[src/design/emd_pkg.sv]
// ----------------------------------------------------------------------------
// emd_pkg
// Shared types and constants of the ensemble mean and deviation core: stream
// field layout, register indexes, controller states, command and status.
// ----------------------------------------------------------------------------
package emd_pkg;

   // Field widths fixed by the interface
   localparam int SAMPLE_W    = 24;
   localparam int TIME_W      = 32;
   localparam int IDX_W       = 10;
   localparam int STAT_W      = 24;

   // Request tdata: sample, time_value
   localparam int REQ_TDATA_W = 56;
   localparam int REQ_TIME_LSB = SAMPLE_W;

   // Response tdata: point_index, time_out, mean_value, sigma_value, zero pad
   localparam int RSP_TDATA_W   = 96;
   localparam int RSP_TIME_LSB  = IDX_W;
   localparam int RSP_MEAN_LSB  = RSP_TIME_LSB + TIME_W;
   localparam int RSP_SIGMA_LSB = RSP_MEAN_LSB + STAT_W;

   // Configuration port
   localparam int CSR_ADDR_W    = 1;
   localparam int CSR_DATA_W    = 11;
   localparam int CFG_RUNS_W    = 7;
   localparam int CFG_POINTS_W  = 11;
   localparam int RUN_CNT_W     = 7;
   localparam logic [CSR_ADDR_W-1:0] REG_NUM_RUNS       = 1'b0;
   localparam logic [CSR_ADDR_W-1:0] REG_POINTS_PER_RUN = 1'b1;
   localparam logic [CFG_RUNS_W-1:0]   NUM_RUNS_RESET       = 7'd2;
   localparam logic [CFG_POINTS_W-1:0] POINTS_PER_RUN_RESET = 11'd1024;

   typedef enum logic [3:0] {
      ST_IDLE,
      ST_SQUARE,
      ST_UPDATE,
      ST_MULT,
      ST_MERGE,
      ST_DIFF,
      ST_DIV_GO,
      ST_DIV_WAIT,
      ST_ROOT_GO,
      ST_ROOT_WAIT,
      ST_EMIT
   } emd_state_type;

   typedef struct packed {
      logic accept;
      logic square;
      logic update;
      logic mult;
      logic merge;
      logic diff;
      logic div_start;
      logic root_start;
      logic emit;
   } emd_cmd_type;

   typedef struct packed {
      logic active;
      logic last_item;
      logic div_busy;
      logic root_busy;
      logic out_free;
   } emd_status_type;

endpackage

[src/design/emd_ctrl.sv]
// ----------------------------------------------------------------------------
// emd_ctrl
// Controller: sequences accumulate, product, divide, root and result load.
// ----------------------------------------------------------------------------
module emd_ctrl (
   input  logic                    clock,
   input  logic                    reset,
   input  logic                    req_tvalid,
   output logic                    req_tready,
   input  emd_pkg::emd_status_type status,
   output emd_pkg::emd_cmd_type    cmd
);

   emd_pkg::emd_state_type state_ff, state_in;

   always_ff @(posedge clock) begin
      if (reset) begin
         state_ff <= emd_pkg::ST_IDLE;
      end else begin
         state_ff <= state_in;
      end
   end

   always_comb begin
      state_in   = state_ff;
      cmd        = '0;
      req_tready = 1'b0;
      unique case (state_ff)
         emd_pkg::ST_IDLE: begin
            req_tready = 1'b1;
            cmd.accept = req_tvalid;
            // drop items past the end of the collection
            if (req_tvalid && status.active) begin
               state_in = emd_pkg::ST_SQUARE;
            end
         end
         emd_pkg::ST_SQUARE: begin
            cmd.square = 1'b1;
            state_in   = emd_pkg::ST_UPDATE;
         end
         emd_pkg::ST_UPDATE: begin
            cmd.update = 1'b1;
            state_in   = status.last_item ? emd_pkg::ST_MULT : emd_pkg::ST_IDLE;
         end
         emd_pkg::ST_MULT: begin
            cmd.mult = 1'b1;
            state_in = emd_pkg::ST_MERGE;
         end
         emd_pkg::ST_MERGE: begin
            cmd.merge = 1'b1;
            state_in  = emd_pkg::ST_DIFF;
         end
         emd_pkg::ST_DIFF: begin
            cmd.diff = 1'b1;
            state_in = emd_pkg::ST_DIV_GO;
         end
         emd_pkg::ST_DIV_GO: begin
            cmd.div_start = 1'b1;
            state_in      = emd_pkg::ST_DIV_WAIT;
         end
         emd_pkg::ST_DIV_WAIT: begin
            if (!status.div_busy) begin
               state_in = emd_pkg::ST_ROOT_GO;
            end
         end
         emd_pkg::ST_ROOT_GO: begin
            cmd.root_start = 1'b1;
            state_in       = emd_pkg::ST_ROOT_WAIT;
         end
         emd_pkg::ST_ROOT_WAIT: begin
            if (!status.root_busy) begin
               state_in = emd_pkg::ST_EMIT;
            end
         end
         emd_pkg::ST_EMIT: begin
            // hold until the result register can take the item
            if (status.out_free) begin
               cmd.emit = 1'b1;
               state_in = emd_pkg::ST_IDLE;
            end
         end
         default: begin
            state_in = emd_pkg::ST_IDLE;
         end
      endcase
   end

endmodule

[config.mk]
export PLATFORM = sky130hd
export DESIGN_NAME = emd_ctrl
export DESIGN_NICKNAME = d
export VERILOG_FILES = /design/src/design/emd_pkg.sv /design/src/design/emd_ctrl.sv
export SDC_FILE = /design/constraint.sdc
export NUM_CORES = 1
export LEC_CHECK = 0
export BUFFER_PORTS_ARGS = -buffer_cell sky130_fd_sc_hd__buf_2
export CAP_MARGIN = 10
export CORE_AREA = 10 10 47 49
export DETAILED_ROUTE_END_ITERATION = 16
export DIE_AREA = 0 0 57 59
export PLACE_DENSITY_LB_ADDON = 0.12
export SYNTH_ARGS = -nofsm -noshare
export SYNTH_HDL_FRONTEND = slang
export SYNTH_SLANG_ARGS = --single-unit
[constraint.sdc]
create_clock -name clock -period 2.3 [get_ports clock]
set_input_delay 0.23 -clock clock [delete_from_list [all_inputs] [get_ports clock]]
set_output_delay 0.23 -clock clock [all_outputs]
set_load 0.01 [all_outputs]
# Word level (Yosys, flattened, before mapping)
# Cells that the tools add are included.
# classes
n_mux,17
eq_ne,14
reduce_logical,3
# ops
operator,n
case mux 4 bit (11 select lines),1
"equality test 4 x 3 -> 1 bit, second input constant",4
two-way mux 4 bit,4
"equality test 4 bit, second input constant",3
two-way mux 1 bit,11
"equality test 4 x 2 -> 1 bit, second input constant",2
"!= test 2 bit, second input constant",4
"equality test 4 x 1 -> 1 bit, second input constant",1
zero test 4 bit,1
AND reduction 4 bit,1
two-way mux 2 bit,1
logical AND 1 bit,1
# totals
word_cells,35
regBits,4

# Longest topological paths before layout
# depth
depth_word,3
ltp_mapped,5

# Worst setup path after synthesis
# OpenSTA, ideal clock, no wires.
# synth_timing
path_type,reg2out
start,register state_ff[1]
end,output port cmd[8] in the netlist's numbering
path_slack_ns,0.854
t_required_ns,2.070
path_stages_with_launch,4
arrival_time_ns,1.216
path_cell_list,dfxtp_1 buf_2 nor4_1 and2_1
# synth_rtl
item,line_no,rtl
"start, declared",emd_ctrl.sv:14,"emd_pkg::emd_state_type state_ff, state_in;"
"start signal, assigned",emd_ctrl.sv:18,state_ff <= emd_pkg::ST_IDLE;
"start signal, assigned",emd_ctrl.sv:20,state_ff <= state_in;
"end, declared",emd_ctrl.sv:11,output emd_pkg::emd_cmd_type cmd

==> results.json <==
{
  "status": "finished clean",
  "critPathCaptureType": "primary output",
  "hold_slack_ns": 0.221,
  "syn_nets": 58,
  "grt_max_degree": 15,
  "wire_per_inst_um": 12.5,
  "row_count": 14,
  "rsz0062_at_grt": "no",
  "synth_largest_area_cell": "dfxtp_1",
  "reg2regPathDepth": 4,
  "cp_slowest_cell": "dfxtp_1",
  "tightestPinTransition_ns": 0.444,
  "crit_chain": "nand2b_1, nor3_1, buf_2",
  "whs_path_depth": 2,
  "cts_tree": "done",
  "portBuffers": 17,
  "holdCritStartpoint": "reset",
  "grt_usage": 0.0629,
  "post_layout_nonfiller_instances": 82,
  "fillers": 164,
  "grt_util_met3": 0.0322,
  "final_layout_size_suffix_gt1_frac": 0.318,
  "nets": 76,
  "timing.fmax_mhz": 640,
  "finalWeightedCongestion": 0.683,
  "worstSkewPairLatency_ns": 0.23,
  "start_util": 0.244,
  "dp.cells": 79,
  "cts.clk_slew.worst_paths_ns": 0.03,
  "power_mw": 0.311,
  "drt-total-wl_mm": 1.03,
  "syn_to_final_growth_pct": 28.9,
  "setup_tns_ns": 0,
  "grt_pass1_wl_mm": 1.78,
  "use_met1": 0.0719,
  "post-cts-setup-buffer-count": 0,
  "io_pins": 18,
  "drv_cap": 0,
  "grt_pass1_vias": 405,
  "finalSetupViolCount": 0,
  "cts_resized": 0,
  "syn-cell-area_um2": 342,
  "drcViolationCount": 0,
  "synth_seq_cells": 4,
  "crit_arrival_ns": 1.33,
  "ys_seq_area_frac": 0.234,
  "hold_buffers": 0,
  "fin_crit_ns": 1.56,
  "met2_usage": 0.0946,
  "die_area_mm2": 0.00336,
  "final_cell_area_um2": 440,
  "leakage_nw": 0.191,
  "antenna_found_initial": 0,
  "dr.first_iter.drc_count": 4,
  "ant_nets": 0,
  "largest_reg_flops": 4,
  "yosysTopAreaCellShare": 0.234,
  "power_density_mw_per_mm2": 707,
  "irDropWorstVdd_mv": 0.264,
  "slew_viol_final": 0,
  "crit_fanout": 13,
  "grt_overflow": 0,
  "dpl-instance-area_um2": 418,
  "r2r-start": "state_ff[3]",
  "required_ns": 2.07,
  "start_kind": "flop",
  "cts_buffers": 3,
  "die_h_um": 59,
  "post-dp-hpwl_um": 800,
  "finClkSkew_ns": 0.00144,
  "coreArea_mm2": 0.00140,
  "largest-register": "state_ff",
  "top_regs": "state_ff (4)",
  "cts_sinks": 4,
  "num_vias": 395,
  "reg2reg_slack_ns": 0.87,
  "critical-path-max-stage-delay_ns": 0.55,
  "worstSetupPathType": "flop to primary output",
  "clockRootBuffer": "clkbuf_4",
  "syn_avg_cell_area_um2": 6.83,
  "synthTopCellsByArea": "dfxtp_1, nor3_1, nor2_1, a211oi_1, nand2_1",
  "final_core_util": 0.314,
  "fin_crit_sh": 0.680,
  "vias_per_cell": 4.82,
  "hold_end": "state_ff[1]",
  "yosysWarnings": 0,
  "clock_path_buffers": 2,
  "r2r_end": "state_ff[0]",
  "diodes": 0,
  "netlist_instances": 50,
  "cts-htree-levels": 1,
  "place_ws_ns": 0.879,
  "worst_slack_ns": 0.737,
  "min_path_type": "input pin to flop",
  "slew_headroom": 0.704,
  "dieWidth_um": 57,
  "dr.pass1.iters": 4,
  "hold_viol": 0,
  "grt.busiest_layer": "met2",
  "ys_types": 24
}
-- critical path, delay by kind of cell (launching register included) --
family | cells | cell delay [ns]
DFF | 1 | 0.55
buffers and inverters | 1 | 0.16
and+or+nand+nor | 2 | 0.40
-- where the power goes --
group,internal (mW),leakage [nW],switching (mW)
Clock,0.0581,0.0138,0.0244
Sequential,0.0798,0.0325,0.0313
Combinational,0.0520,0.144,0.0658
-- cells in the mapped netlist, drive strengths merged --
cell and n:
a2111oi 1, or4 1, nand2 5, inv 2, o31ai 1, and2 1, nor2 8, o21ai 4
dfxtp 4, and3 1, nor3 7, a21oi 1, a211oi 3, and4b 1, nor4 1, buf 4
nand2b 1, a31o 1, nor4b 1, nand3 1, a31oi 1
-- metal layers --
metal / share of wire / vias to the layer above
met5: 0 / -
met4: 0 / 0
met3: 0.085 / 0
met2: 0.44 / 9
met1: 0.48 / 169
li1: - / 217
-- kinds of logic after synthesis --
kind of cell,synth area share
compound gates,0.231
buf+inv,0.106
flops,0.234
simple gates,0.429
-- cell usage in the layout (no fill, tap or decap), drive strengths merged, types with 2 or more instances in the layout --
cell type / synthesis / layout
buf: 4 / 17
nor2: 8 / 8
nor3: 7 / 7
nand2: 5 / 5
dfxtp: 4 / 4
o21ai: 4 / 4
a211oi: 3 / 3
clkbuf: 0 / 3
inv: 2 / 2
-- area by class of cell --
cell class	instances	area, um^2	share of cell area
Multi-Input combinational cell	40	225	0.511
Timing Repair Buffer	17	85.1	0.193
Sequential cell	4	80.1	0.182
Clock buffer	3	22.5	0.0511
Tap cell	16	20.0	0.0455
Inverter	2	7.51	0.0170
-- how the worst max path moves through the flow --
stage,start,end,slack [ns],cells after the start
after global routing,state_ff[1],cmd[6],0.61,3
after detailed placement,state_ff[0],state_ff[0],0.88,4
final,state_ff[1],cmd[6],0.74,3
after floorplan,state_ff[1],cmd[8],0.85,3
after global placement,state_ff[0],state_ff[0],0.87,4
after CTS,state_ff[1],cmd[6],0.71,3
Note: power is estimated with default switching activity, not from simulation.
